===== src/rtl/core/rvie_pkg.sv =====
// Shared operation codes, control types and constants for the RV32I execute stage.
// No dependencies; every other file in rtl/core refers to it by scoped names.
package rvie_pkg;

   // Operation codes of an incoming transaction
   localparam logic [4:0] OP_ADD   = 5'd0;
   localparam logic [4:0] OP_SUB   = 5'd1;
   localparam logic [4:0] OP_ADDI  = 5'd2;
   localparam logic [4:0] OP_AND   = 5'd3;
   localparam logic [4:0] OP_OR    = 5'd4;
   localparam logic [4:0] OP_XOR   = 5'd5;
   localparam logic [4:0] OP_ANDI  = 5'd6;
   localparam logic [4:0] OP_ORI   = 5'd7;
   localparam logic [4:0] OP_XORI  = 5'd8;
   localparam logic [4:0] OP_SLLI  = 5'd9;
   localparam logic [4:0] OP_SRLI  = 5'd10;
   localparam logic [4:0] OP_SRAI  = 5'd11;
   localparam logic [4:0] OP_SLT   = 5'd12;
   localparam logic [4:0] OP_SLTI  = 5'd13;
   localparam logic [4:0] OP_SLTU  = 5'd14;
   localparam logic [4:0] OP_SLTIU = 5'd15;
   localparam logic [4:0] OP_LUI   = 5'd16;
   localparam logic [4:0] OP_AUIPC = 5'd17;
   localparam logic [4:0] OP_LW    = 5'd18;
   localparam logic [4:0] OP_SW    = 5'd19;
   localparam logic [4:0] OP_BEQ   = 5'd20;
   localparam logic [4:0] OP_BNE   = 5'd21;
   localparam logic [4:0] OP_BLT   = 5'd22;
   localparam logic [4:0] OP_BGE   = 5'd23;
   localparam logic [4:0] OP_BLTU  = 5'd24;
   localparam logic [4:0] OP_BGEU  = 5'd25;
   localparam logic [4:0] OP_JAL   = 5'd26;
   localparam logic [4:0] OP_JALR  = 5'd27;
   localparam logic [4:0] OP_NOP   = 5'd28;

   localparam int unsigned XLEN    = 32;
   localparam int unsigned SHAMT_W = 5;
   localparam logic [XLEN-1:0] LINK_STEP = 32'd4;

   typedef logic [XLEN-1:0] word_type;

   // ALU function selected by the decoder
   typedef enum logic [3:0] {
      FN_ADD, FN_SUB, FN_AND, FN_OR, FN_XOR, FN_SLL, FN_SRL, FN_SRA,
      FN_SLT, FN_SLTU, FN_PASS_B, FN_ZERO
   } alu_fn_type;

   // Branch condition selected by the decoder
   typedef enum logic [2:0] {
      BR_NONE, BR_EQ, BR_NE, BR_LT, BR_GE, BR_LTU, BR_GEU, BR_ALWAYS
   } br_cond_type;

   // Decode -> execute control
   typedef struct packed {
      alu_fn_type  alu_fn;
      logic        use_imm;
      logic        a_is_pc;
      br_cond_type br_cond;
      logic        jalr;
      logic        link;
      logic        mem_read;
      logic        mem_write;
      logic        bad;
   } ctrl_type;

   // Execute -> result control
   typedef struct packed {
      logic link;
      logic taken;
      logic mem_read;
      logic mem_write;
      logic bad;
   } wb_type;

endpackage


===== src/rtl/core/rv32i_integer_execute.sv =====
// Top level of the RV32I integer execute stage: decode, execute and result stages.
// Depends on rvie_pkg, rvie_decode, rvie_alu and rvie_result.
//
//   channel   handshake            payload ports
//   request   start / busy         req_type, req_instr_pc, req_rs1_value,
//                                  req_rs2_value, req_immediate
//   response  rsp_valid (strobe)   rsp_alu_result .. rsp_bad_operation
//
// Three register stages (decode, ALU and adders, result select) lie between
// an accepted start and the rsp_valid strobe.
// A new transaction is taken every cycle; busy is held low.
// The response strobe lasts one cycle and is never held off.
// Synchronous reset clears the valid bits of all three stages.
module rv32i_integer_execute (
   input  logic        clock,
   input  logic        reset,
   input  logic        start,
   output logic        busy,
   input  logic [4:0]  req_type,
   input  logic [31:0] req_instr_pc,
   input  logic [31:0] req_rs1_value,
   input  logic [31:0] req_rs2_value,
   input  logic signed [31:0] req_immediate,
   output logic        rsp_valid,
   output logic [31:0] rsp_alu_result,
   output logic        rsp_redirect,
   output logic [31:0] rsp_redirect_target,
   output logic        rsp_mem_read,
   output logic        rsp_mem_write,
   output logic [31:0] rsp_mem_address,
   output logic [31:0] rsp_store_data,
   output logic        rsp_bad_operation
);

   logic               accept;
   logic               dec_valid, exe_valid;
   rvie_pkg::ctrl_type dec_ctrl;
   rvie_pkg::wb_type   exe_wb;
   rvie_pkg::word_type dec_pc, dec_rs1, dec_rs2, dec_imm, dec_opb;
   rvie_pkg::word_type exe_alu, exe_link, exe_target, exe_addr, exe_store;

   // Pipeline takes a transaction every cycle
   assign busy   = 1'b0;
   assign accept = start && !busy;

   rvie_decode u_decode (
      .clock     (clock),
      .reset     (reset),
      .in_valid  (accept),
      .op        (req_type),
      .pc        (req_instr_pc),
      .rs1       (req_rs1_value),
      .rs2       (req_rs2_value),
      .imm       (rvie_pkg::word_type'(req_immediate)),
      .out_valid (dec_valid),
      .out_ctrl  (dec_ctrl),
      .out_pc    (dec_pc),
      .out_rs1   (dec_rs1),
      .out_rs2   (dec_rs2),
      .out_imm   (dec_imm),
      .out_opb   (dec_opb)
   );

   rvie_alu u_alu (
      .clock      (clock),
      .reset      (reset),
      .in_valid   (dec_valid),
      .ctrl       (dec_ctrl),
      .pc         (dec_pc),
      .rs1        (dec_rs1),
      .rs2        (dec_rs2),
      .imm        (dec_imm),
      .opb        (dec_opb),
      .out_valid  (exe_valid),
      .out_wb     (exe_wb),
      .out_alu    (exe_alu),
      .out_link   (exe_link),
      .out_target (exe_target),
      .out_addr   (exe_addr),
      .out_store  (exe_store)
   );

   rvie_result u_result (
      .clock         (clock),
      .reset         (reset),
      .in_valid      (exe_valid),
      .wb            (exe_wb),
      .alu           (exe_alu),
      .link          (exe_link),
      .target        (exe_target),
      .addr          (exe_addr),
      .store         (exe_store),
      .out_valid     (rsp_valid),
      .out_result    (rsp_alu_result),
      .out_redirect  (rsp_redirect),
      .out_target    (rsp_redirect_target),
      .out_mem_read  (rsp_mem_read),
      .out_mem_write (rsp_mem_write),
      .out_addr      (rsp_mem_address),
      .out_store     (rsp_store_data),
      .out_bad       (rsp_bad_operation)
   );

`ifndef NO_ASSERTIONS
   // Every response comes from a matching accepted transaction
   a_resp_has_req: assert property (@(posedge clock) disable iff (reset)
      rsp_valid |-> $past(accept, 3))
      else $error("response without a matching request");

   // A bad code makes no request, no redirect and no destination value
   a_bad_quiet: assert property (@(posedge clock) disable iff (reset)
      (rsp_valid && rsp_bad_operation) |->
         (!rsp_redirect && !rsp_mem_read && !rsp_mem_write && rsp_alu_result == '0))
      else $error("bad operation produced side effects");

   // Load and store never both requested
   a_mem_excl: assert property (@(posedge clock) disable iff (reset)
      rsp_valid |-> !(rsp_mem_read && rsp_mem_write))
      else $error("load and store at once");

   // Load address is rs1 plus immediate of the matching request
   a_load_addr: assert property (@(posedge clock) disable iff (reset)
      (rsp_valid && rsp_mem_read) |->
         (rsp_mem_address == $past(req_rs1_value + req_immediate, 3)))
      else $error("load address mismatch");
`endif

endmodule


===== src/rtl/core/rvie_decode.sv =====
// Stage 1: decode the operation code and register the operands.
// Depends on rvie_pkg.
module rvie_decode (
   input  logic                     clock,
   input  logic                     reset,
   input  logic                     in_valid,
   input  logic [4:0]               op,
   input  rvie_pkg::word_type       pc,
   input  rvie_pkg::word_type       rs1,
   input  rvie_pkg::word_type       rs2,
   input  rvie_pkg::word_type       imm,
   output logic                     out_valid,
   output rvie_pkg::ctrl_type       out_ctrl,
   output rvie_pkg::word_type       out_pc,
   output rvie_pkg::word_type       out_rs1,
   output rvie_pkg::word_type       out_rs2,
   output rvie_pkg::word_type       out_imm,
   output rvie_pkg::word_type       out_opb
);

   logic               valid_ff;
   rvie_pkg::ctrl_type ctrl_in, ctrl_ff;
   rvie_pkg::word_type pc_ff, rs1_ff, rs2_ff, imm_ff, opb_ff, opb_in;

   // Translate the operation code into control fields
   always_comb begin
      ctrl_in           = '0;
      ctrl_in.alu_fn    = rvie_pkg::FN_ZERO;
      ctrl_in.br_cond   = rvie_pkg::BR_NONE;
      unique case (op)
         rvie_pkg::OP_ADD:   ctrl_in.alu_fn = rvie_pkg::FN_ADD;
         rvie_pkg::OP_SUB:   ctrl_in.alu_fn = rvie_pkg::FN_SUB;
         rvie_pkg::OP_AND:   ctrl_in.alu_fn = rvie_pkg::FN_AND;
         rvie_pkg::OP_OR:    ctrl_in.alu_fn = rvie_pkg::FN_OR;
         rvie_pkg::OP_XOR:   ctrl_in.alu_fn = rvie_pkg::FN_XOR;
         rvie_pkg::OP_SLT:   ctrl_in.alu_fn = rvie_pkg::FN_SLT;
         rvie_pkg::OP_SLTU:  ctrl_in.alu_fn = rvie_pkg::FN_SLTU;
         rvie_pkg::OP_ADDI: begin
            ctrl_in.alu_fn  = rvie_pkg::FN_ADD;
            ctrl_in.use_imm = 1'b1;
         end
         rvie_pkg::OP_ANDI: begin
            ctrl_in.alu_fn  = rvie_pkg::FN_AND;
            ctrl_in.use_imm = 1'b1;
         end
         rvie_pkg::OP_ORI: begin
            ctrl_in.alu_fn  = rvie_pkg::FN_OR;
            ctrl_in.use_imm = 1'b1;
         end
         rvie_pkg::OP_XORI: begin
            ctrl_in.alu_fn  = rvie_pkg::FN_XOR;
            ctrl_in.use_imm = 1'b1;
         end
         rvie_pkg::OP_SLLI: begin
            ctrl_in.alu_fn  = rvie_pkg::FN_SLL;
            ctrl_in.use_imm = 1'b1;
         end
         rvie_pkg::OP_SRLI: begin
            ctrl_in.alu_fn  = rvie_pkg::FN_SRL;
            ctrl_in.use_imm = 1'b1;
         end
         rvie_pkg::OP_SRAI: begin
            ctrl_in.alu_fn  = rvie_pkg::FN_SRA;
            ctrl_in.use_imm = 1'b1;
         end
         rvie_pkg::OP_SLTI: begin
            ctrl_in.alu_fn  = rvie_pkg::FN_SLT;
            ctrl_in.use_imm = 1'b1;
         end
         rvie_pkg::OP_SLTIU: begin
            ctrl_in.alu_fn  = rvie_pkg::FN_SLTU;
            ctrl_in.use_imm = 1'b1;
         end
         rvie_pkg::OP_LUI: begin
            ctrl_in.alu_fn  = rvie_pkg::FN_PASS_B;
            ctrl_in.use_imm = 1'b1;
         end
         rvie_pkg::OP_AUIPC: begin
            ctrl_in.alu_fn  = rvie_pkg::FN_ADD;
            ctrl_in.use_imm = 1'b1;
            ctrl_in.a_is_pc = 1'b1;
         end
         rvie_pkg::OP_LW:    ctrl_in.mem_read  = 1'b1;
         rvie_pkg::OP_SW:    ctrl_in.mem_write = 1'b1;
         rvie_pkg::OP_BEQ:   ctrl_in.br_cond   = rvie_pkg::BR_EQ;
         rvie_pkg::OP_BNE:   ctrl_in.br_cond   = rvie_pkg::BR_NE;
         rvie_pkg::OP_BLT:   ctrl_in.br_cond   = rvie_pkg::BR_LT;
         rvie_pkg::OP_BGE:   ctrl_in.br_cond   = rvie_pkg::BR_GE;
         rvie_pkg::OP_BLTU:  ctrl_in.br_cond   = rvie_pkg::BR_LTU;
         rvie_pkg::OP_BGEU:  ctrl_in.br_cond   = rvie_pkg::BR_GEU;
         rvie_pkg::OP_JAL: begin
            ctrl_in.br_cond = rvie_pkg::BR_ALWAYS;
            ctrl_in.link    = 1'b1;
         end
         rvie_pkg::OP_JALR: begin
            ctrl_in.br_cond = rvie_pkg::BR_ALWAYS;
            ctrl_in.link    = 1'b1;
            ctrl_in.jalr    = 1'b1;
         end
         rvie_pkg::OP_NOP: ;
         default:          ctrl_in.bad = 1'b1;
      endcase
   end

   // Pick the second ALU operand
   assign opb_in = ctrl_in.use_imm ? imm : rs2;

   // Advance the valid bit
   always_ff @(posedge clock) begin
      if (reset) begin
         valid_ff <= 1'b0;
      end else begin
         valid_ff <= in_valid;
      end
   end

   // Hold the payload of the transaction
   always_ff @(posedge clock) begin
      ctrl_ff <= ctrl_in;
      pc_ff   <= pc;
      rs1_ff  <= rs1;
      rs2_ff  <= rs2;
      imm_ff  <= imm;
      opb_ff  <= opb_in;
   end

   assign out_valid = valid_ff;
   assign out_ctrl  = ctrl_ff;
   assign out_pc    = pc_ff;
   assign out_rs1   = rs1_ff;
   assign out_rs2   = rs2_ff;
   assign out_imm   = imm_ff;
   assign out_opb   = opb_ff;

endmodule


===== src/rtl/core/rvie_alu.sv =====
// Stage 2: ALU, shifter, branch compare and address adders.
// Depends on rvie_pkg.
module rvie_alu (
   input  logic                     clock,
   input  logic                     reset,
   input  logic                     in_valid,
   input  rvie_pkg::ctrl_type       ctrl,
   input  rvie_pkg::word_type       pc,
   input  rvie_pkg::word_type       rs1,
   input  rvie_pkg::word_type       rs2,
   input  rvie_pkg::word_type       imm,
   input  rvie_pkg::word_type       opb,
   output logic                     out_valid,
   output rvie_pkg::wb_type         out_wb,
   output rvie_pkg::word_type       out_alu,
   output rvie_pkg::word_type       out_link,
   output rvie_pkg::word_type       out_target,
   output rvie_pkg::word_type       out_addr,
   output rvie_pkg::word_type       out_store
);

   logic                          valid_ff;
   rvie_pkg::wb_type              wb_in, wb_ff;
   rvie_pkg::word_type            opa, alu_in, alu_ff, link_ff, target_in, target_ff;
   rvie_pkg::word_type            addr_in, addr_ff, store_ff, jalr_sum;
   logic [rvie_pkg::SHAMT_W-1:0]  shamt;
   logic                          lt_s, lt_u, br_eq, br_lt_s, br_lt_u, taken;

   assign opa   = ctrl.a_is_pc ? pc : rs1;
   assign shamt = opb[rvie_pkg::SHAMT_W-1:0];
   assign lt_s  = $signed(rs1) < $signed(opb);
   assign lt_u  = rs1 < opb;

   // ALU function
   always_comb begin
      case (ctrl.alu_fn)
         rvie_pkg::FN_ADD:    alu_in = opa + opb;
         rvie_pkg::FN_SUB:    alu_in = opa - opb;
         rvie_pkg::FN_AND:    alu_in = opa & opb;
         rvie_pkg::FN_OR:     alu_in = opa | opb;
         rvie_pkg::FN_XOR:    alu_in = opa ^ opb;
         rvie_pkg::FN_SLL:    alu_in = opa << shamt;
         rvie_pkg::FN_SRL:    alu_in = opa >> shamt;
         rvie_pkg::FN_SRA:    alu_in = rvie_pkg::word_type'($signed(opa) >>> shamt);
         rvie_pkg::FN_SLT:    alu_in = {{(rvie_pkg::XLEN-1){1'b0}}, lt_s};
         rvie_pkg::FN_SLTU:   alu_in = {{(rvie_pkg::XLEN-1){1'b0}}, lt_u};
         rvie_pkg::FN_PASS_B: alu_in = opb;
         default:             alu_in = '0;
      endcase
   end

   // Branch condition on the two register values
   assign br_eq   = rs1 == rs2;
   assign br_lt_s = $signed(rs1) < $signed(rs2);
   assign br_lt_u = rs1 < rs2;

   always_comb begin
      case (ctrl.br_cond)
         rvie_pkg::BR_EQ:     taken = br_eq;
         rvie_pkg::BR_NE:     taken = !br_eq;
         rvie_pkg::BR_LT:     taken = br_lt_s;
         rvie_pkg::BR_GE:     taken = !br_lt_s;
         rvie_pkg::BR_LTU:    taken = br_lt_u;
         rvie_pkg::BR_GEU:    taken = !br_lt_u;
         rvie_pkg::BR_ALWAYS: taken = 1'b1;
         default:             taken = 1'b0;
      endcase
   end

   // Target and memory address adders; JALR drops bit zero
   assign addr_in   = rs1 + imm;
   assign jalr_sum  = addr_in;
   assign target_in = ctrl.jalr ? {jalr_sum[rvie_pkg::XLEN-1:1], 1'b0} : pc + imm;

   always_comb begin
      wb_in           = '0;
      wb_in.link      = ctrl.link;
      wb_in.taken     = taken;
      wb_in.mem_read  = ctrl.mem_read;
      wb_in.mem_write = ctrl.mem_write;
      wb_in.bad       = ctrl.bad;
   end

   // Advance the valid bit
   always_ff @(posedge clock) begin
      if (reset) begin
         valid_ff <= 1'b0;
      end else begin
         valid_ff <= in_valid;
      end
   end

   always_ff @(posedge clock) begin
      wb_ff     <= wb_in;
      alu_ff    <= alu_in;
      link_ff   <= pc + rvie_pkg::LINK_STEP;
      target_ff <= target_in;
      addr_ff   <= addr_in;
      store_ff  <= rs2;
   end

   assign out_valid  = valid_ff;
   assign out_wb     = wb_ff;
   assign out_alu    = alu_ff;
   assign out_link   = link_ff;
   assign out_target = target_ff;
   assign out_addr   = addr_ff;
   assign out_store  = store_ff;

endmodule


===== src/rtl/core/rvie_result.sv =====
// Stage 3: select the destination value, gate unused fields and register the result.
// Depends on rvie_pkg.
module rvie_result (
   input  logic                     clock,
   input  logic                     reset,
   input  logic                     in_valid,
   input  rvie_pkg::wb_type         wb,
   input  rvie_pkg::word_type       alu,
   input  rvie_pkg::word_type       link,
   input  rvie_pkg::word_type       target,
   input  rvie_pkg::word_type       addr,
   input  rvie_pkg::word_type       store,
   output logic                     out_valid,
   output rvie_pkg::word_type       out_result,
   output logic                     out_redirect,
   output rvie_pkg::word_type       out_target,
   output logic                     out_mem_read,
   output logic                     out_mem_write,
   output rvie_pkg::word_type       out_addr,
   output rvie_pkg::word_type       out_store,
   output logic                     out_bad
);

   logic               valid_ff, redirect_ff, mem_read_ff, mem_write_ff, bad_ff;
   rvie_pkg::word_type result_ff, target_ff, addr_ff, store_ff;
   logic               is_mem;

   assign is_mem = wb.mem_read | wb.mem_write;

   // Advance the strobe
   always_ff @(posedge clock) begin
      if (reset) begin
         valid_ff <= 1'b0;
      end else begin
         valid_ff <= in_valid;
      end
   end

   // Zero the target, address and store fields when the operation does not produce them
   always_ff @(posedge clock) begin
      result_ff    <= wb.link ? link : alu;
      redirect_ff  <= wb.taken;
      target_ff    <= wb.taken ? target : '0;
      mem_read_ff  <= wb.mem_read;
      mem_write_ff <= wb.mem_write;
      addr_ff      <= is_mem ? addr : '0;
      store_ff     <= wb.mem_write ? store : '0;
      bad_ff       <= wb.bad;
   end

   assign out_valid     = valid_ff;
   assign out_result    = result_ff;
   assign out_redirect  = redirect_ff;
   assign out_target    = target_ff;
   assign out_mem_read  = mem_read_ff;
   assign out_mem_write = mem_write_ff;
   assign out_addr      = addr_ff;
   assign out_store     = store_ff;
   assign out_bad       = bad_ff;

endmodule

===== config.mk =====
export PLATFORM = sky130hd
export DESIGN_NAME = rv32i_integer_execute
export DESIGN_NICKNAME = d
export VERILOG_FILES = /design/src/rtl/core/rvie_pkg.sv /design/src/rtl/core/rv32i_integer_execute.sv /design/src/rtl/core/rvie_decode.sv /design/src/rtl/core/rvie_alu.sv /design/src/rtl/core/rvie_result.sv
export SDC_FILE = /design/constraint.sdc
export NUM_CORES = 1
export LEC_CHECK = 0
export BUFFER_PORTS_ARGS = -buffer_cell sky130_fd_sc_hd__buf_2
export CAP_MARGIN = 10
export CORE_ASPECT_RATIO = 1.2
export CORE_MARGIN = 2
export CORE_UTILIZATION = 35
export DETAILED_ROUTE_END_ITERATION = 12
export GPL_TIMING_DRIVEN = 0
export SLEW_MARGIN = 20
export SYNTH_ARGS = -nofsm -noshare
export SYNTH_HDL_FRONTEND = slang
export SYNTH_HIERARCHICAL = 1
export SYNTH_SLANG_ARGS = --single-unit
export TNS_END_PERCENT = 30

===== constraint.sdc =====
create_clock -name clock -period 5.9 [get_ports clock]
set_input_delay 0.885 -clock clock [delete_from_list [all_inputs] [get_ports clock]]
set_output_delay 0.885 -clock clock [all_outputs]
set_load 0.02 [all_outputs]

# ---- After elaboration in Yosys (flattened, before gate mapping)
# Index checks and enable logic that the tools add are counted.
# W data, S select, Z words.
dict set report totals {
  regBits 473
  in_bits 136
  wordCells 126
}
dict set report op_classes {
  add_sub_neg 5
  magnitude_cmp 4
  n_eq_ne 46
  n_shift 3
  n_mux 15
  bitwise 4
  reduce_logical 14
}
# cell count
set ops {}
lappend ops {{$pmux W32 S11} 1}
lappend ops {{$lt A32 B32 Y1} 4}
lappend ops {{$mux W32} 4}
lappend ops {{$add A32 B32 Y32} 3}
lappend ops {{$eq A5 B5 Y1 const B} 13}
lappend ops {{$pmux W4 S11} 1}
lappend ops {{$eq A5 B4 Y1 const B} 8}
lappend ops {{$add A32 B3 Y32 const B} 1}
lappend ops {{$and A32 B32 Y32} 1}
lappend ops {{$eq A32 B32 Y1} 1}
lappend ops {{$or A32 B32 Y32} 1}
lappend ops {{$shl A32 B5 Y32} 1}
lappend ops {{$shr A32 B5 Y32} 1}
lappend ops {{$sshr A32 B5 Y32} 1}
lappend ops {{$sub A32 B32 Y32} 1}
lappend ops {{$xor A32 B32 Y32} 1}
lappend ops {{$reduce_or A29 Y1} 1}
lappend ops {{$pmux W3 S7} 1}
lappend ops {{$eq A5 B3 Y1 const B} 4}
lappend ops {{$eq A4 B3 Y1 const B} 4}
lappend ops {{$eq A3 B3 Y1 const B} 4}
lappend ops {{$eq A4 B4 Y1 const B} 3}
lappend ops {{$reduce_or A2 Y1} 6}
lappend ops {{$reduce_or A11 Y1} 1}
lappend ops {{13 further kinds} 24}

# ---- Logic depth before layout (Yosys ltp)
dict set report depth {
  word_depth 4
  ltp_mapped 23
}

# ---- By module
# The synthesis kept the hierarchy.
# mod n_inst cells_each area_each_um2 seq_area_each_um2
set by_module_without_submodules {}
lappend by_module_without_submodules {rvie_alu 1 2154 17286.6 3323.2}
lappend by_module_without_submodules {rvie_decode 1 257 4334.2 3503.4}
lappend by_module_without_submodules {rvie_result 1 279 3915.0 2662.6}
lappend by_module_without_submodules {rv32i_integer_execute 1 2 11.3 0.0}

# ---- Worst setup path after synthesis
# Ideal clock, no wire load.
dict set report synth_path {
  kind {flip-flop to flip-flop}
  start {register u_decode.opb_ff[1], in the netlist u_decode/out_opb[1]}
  end {register u_alu.alu_ff[30], in the netlist u_alu/out_alu[30]}
  setup_ps 133
  arrival_time_ps 4893
  setup_slack_ps 874
  path_stages_with_launch 24
  cell_sequence {dfxtp_1 > buf_2 > inv_1 > buf_2 > buf_1 > buf_2 > ha_1 > nand2_1 > nor3_1 > nand3_1 > nor3_1 > and2_1 > nor2_1 > xnor2_1 > ha_1 > and3_1 > and3_1 > and3_1 > a211o_1 > a221oi_1 > nor2b_1 > o21ai_1 > mux2i_1 > nand4_1}
}
dict set report synth_between {
  elab_chain_len 2
  word_cells_on_any_way 6
}
# item line
set synth_rtl {}
lappend synth_rtl {{from (decl)} rvie_decode.sv:23} ;# rvie_pkg::word_type pc_ff, rs1_ff, rs2_ff, imm_ff, opb_ff, opb_in;
lappend synth_rtl {{from (signal assigned)} rvie_decode.sv:124} ;# opb_ff <= opb_in;
lappend synth_rtl {{$sub A32 B32 Y32 (tied with other cells)} rvie_alu.sv:38} ;# rvie_pkg::FN_SUB: alu_in = opa - opb;
lappend synth_rtl {{$pmux W32 S11 *} rvie_alu.sv:36} ;# case (ctrl.alu_fn)
lappend synth_rtl {{named net u_alu.alu_in[30]} rvie_alu.sv:24} ;# rvie_pkg::word_type opa, alu_in, alu_ff, link_ff, target_in, target_ff;
lappend synth_rtl {{to (signal assigned)} rvie_alu.sv:95} ;# alu_ff <= alu_in;
lappend synth_rtl {{to (decl)} rvie_alu.sv:24}
# The timed path passes the listed nets; every way through them passes the cells marked *.
# A chain may end at the register's enable or synchronous reset.

# ---- Final worst setup path
dict set report layout_path {
  start {register u_decode.opb_ff[0], in the netlist u_decode/out_opb[0]}
  end {register u_alu.alu_ff[24], in the netlist u_alu/out_alu[24]}
}
# Same word-level chain as after synthesis.

==> impl_results.md <==
- Gpl congestion: 1.039
- Crit path buf inv count: 4
- Placeable Area: 72,290 um2
- # nets final: 3,370
- Final core occ: 41.25%
- Worst-path clk slew: 0.07 ns
- Hold path cells: 0
- Final-report hold violation count: 0
- Clk sinks: 473
- Worst hold path type: flop to flop
- Max Cap Viol: 0
- Cells after Synth: 2,691
- Vias in the first global route: 21,792
- Antenna Nets Post-Route: 0
- CP Depth: 18
- Internal power: 6.233 mW
- Skew final: 0.01671 ns
- Total track usage: 28.25%
- Final setup fails: 0
- Num CTS Buffers: 47
- Most common cell after layout, fill and taps aside: dfxtp_1
- Initial core utilization: 35.31%
- Non-Filler Instances: 3,983
- Worst setup SP type: flop
- Critical Path Max Stage Delay: 0.62 ns
- Status: finished clean
- Clock share of power: 33.5%
- Critical-path cell list: clkbuf_4 > buf_2 > buf_2 > clkbuf_4 > nor3_2 > a21oi_1 > xnor2_1 > ha_1 > o21a_1 > o2111a_1 > a311oi_2 > o211ai_1 > a41o_1 > a31oi_1 > o21bai_1 > a21oi_1 > xor2_1 > o21ai_0
- Commonest non-fill, non-tap cells in the layout: dfxtp_1 (473), buf_2 (289), ha_1 (223)
- Via density: 5.593
- Pleak: 13.19 nW
- Routed wire per std cell: 27.24 um
- Dpl hpwl: 87,280 um
- Clock Latency Late Sink: 0.60 ns
- Area Overhead vs Synth: 16.83%
- Flop pwr share: 39.9%
- # placed instances: 3,895
- Via count: 22,276
- Synth Warn #: 6
- Final Cycle Share: 97.71%
- Max transition margin: 17.54%
- CTS tree: built
- Max Freq: 173.5 MHz
- Worst reg-to-reg path cell count: 18
- Htree depth: 2
- Chip Width: 250.5 um
- Root Driver: clkbuf_16
- Max VDD drop: 0.2191 mV
- Slew Viols, Final: 0
- Height of the die: 299.8 um
- 1st-iter DRT viols: 2,216
- Final hold slack: 0.3232 ns
- Worst-margin pin slew: 1.221 ns
- Clock buffer depth: 3
- CP Capture Type: flop
- I/O pin count: 270
- Port Buffer Count: 267
- GRT overflow: 0
- Sw Pwr: 3.117 mW
- Logic pwr share: 26.6%
- Arr. time, crit path: 6.17 ns
- Pwr dens: 313.5 nW/um2
- Site row count: 108
- Largest net degree at the start of global routing: 20
- Post-Syn Area: 25,530 um2
- Die ar.: 75,120 um2
- 1st-pass router iterations: 7
- Post-route setup TNS: 0 ns
- CP Max Fanout: 10
- Worst Path Required: 6.31 ns
- Share of post-route cells with drive strength above 1: 18.36%
- First-pass GRT wire length: 153,800 um
- WS Path Type: flop to flop
- Syn Area/Cell: 9.486 um2
- Synth Net Count: 3,053
- DRC errors left: 0
- Worst path top cell family by delay: compound AO/OA/AOI/OAI gates
- Initial antenna violation count: 4
- Slowest-stage cell, CP: nor3_2
- Routed WL: 108,500 um
- Minimum clock period: 5.765 ns
- Sw Share: 33.34%
power groups by stage:
stage	registers (mW)	logic, mW	clock network (mW)
global placement	3.79	2.41	0
detailed placement	3.80	2.39	0
finish	3.73	2.49	3.14
global route	3.76	2.63	3.33
floorplan	3.82	1.44	0
CTS	3.73	2.41	3.20
per-layer routing:
| metal | part of all wire, % | GRT usage (%) | wire length (um) |
|---|---|---|---|
| met1 | 40 | 34.61 | 43490 |
| met2 | 46 | 46.69 | 49980 |
| met3 | 7.1 | 4.675 | 7686 |
| met4 | 6.8 | 16.92 | 7330 |
| met5 | 0.0092 | 0 | 10 |
worst paths after layout:
| path | startpoint | to | slack [ns] |
|---|---|---|---|
| max | u_decode/out_opb[0]$_DFF_P_ | u_alu/out_alu[24]$_DFF_P_ | 0.14 |
| max reg2reg | u_decode/out_opb[0]$_DFF_P_ | u_alu/out_alu[24]$_DFF_P_ | 0.14 |
| min | u_decode/out_ctrl[1]$_DFF_P_ | u_alu/out_wb[1]$_DFF_P_ | 0.32 |
| min reg2reg | u_decode/out_ctrl[1]$_DFF_P_ | u_alu/out_wb[1]$_DFF_P_ | 0.32 |
stage by stage:
step / instance area, um2 / setup WS, ns / total power [mW]
CTS: 29760 / 0.06375 / 9.341
finish: 29820 / 0.1351 / 9.350
global placement: 28030 / -1.560 / 6.206
detailed placement: 28080 / -1.315 / 6.182
global route: 29820 / -0.001438 / 9.723
floorplan: 25530 / 0.8742 / 5.262
sequential cells by signal, summed over array words and instances, names as in the netlist, 13 cells and up:
signal / flops
u_result/out_target: 32
u_alu/out_target: 32
u_alu/out_link: 32
u_result/out_result: 32
u_result/out_addr: 32
u_decode/out_rs2: 32
u_decode/out_ctrl: 13
u_alu/out_store: 32
u_decode/out_imm: 32
u_decode/out_opb: 32
u_alu/out_addr: 32
u_alu/out_alu: 32
u_decode/out_rs1: 32
u_decode/out_pc: 32
u_result/out_store: 32
what timing repair did:
item / CTS / global route
setup buffers: 0 / 0
hold endpoints to repair: 0 / 0
hold buffers: 0 / 0
gates resized for setup: 17 / 15
pin swaps: 0 / 0
setup endpoints to repair: 15 / 3
final cells by class:
class,count,area [um2]
Inverter,127,476.7
Clock inverter,27,342.8
Antenna cell,3,7.507
Tap cell,935,1170
Multi-Input combinational cell,1954,14980
Buffer,136,740.7
Sequential cell,473,9469
Clock buffer,59,1282
Timing Repair Buffer,269,1351
Fill cell,7264,42470
Note: power is estimated with default switching activity, not from simulation.
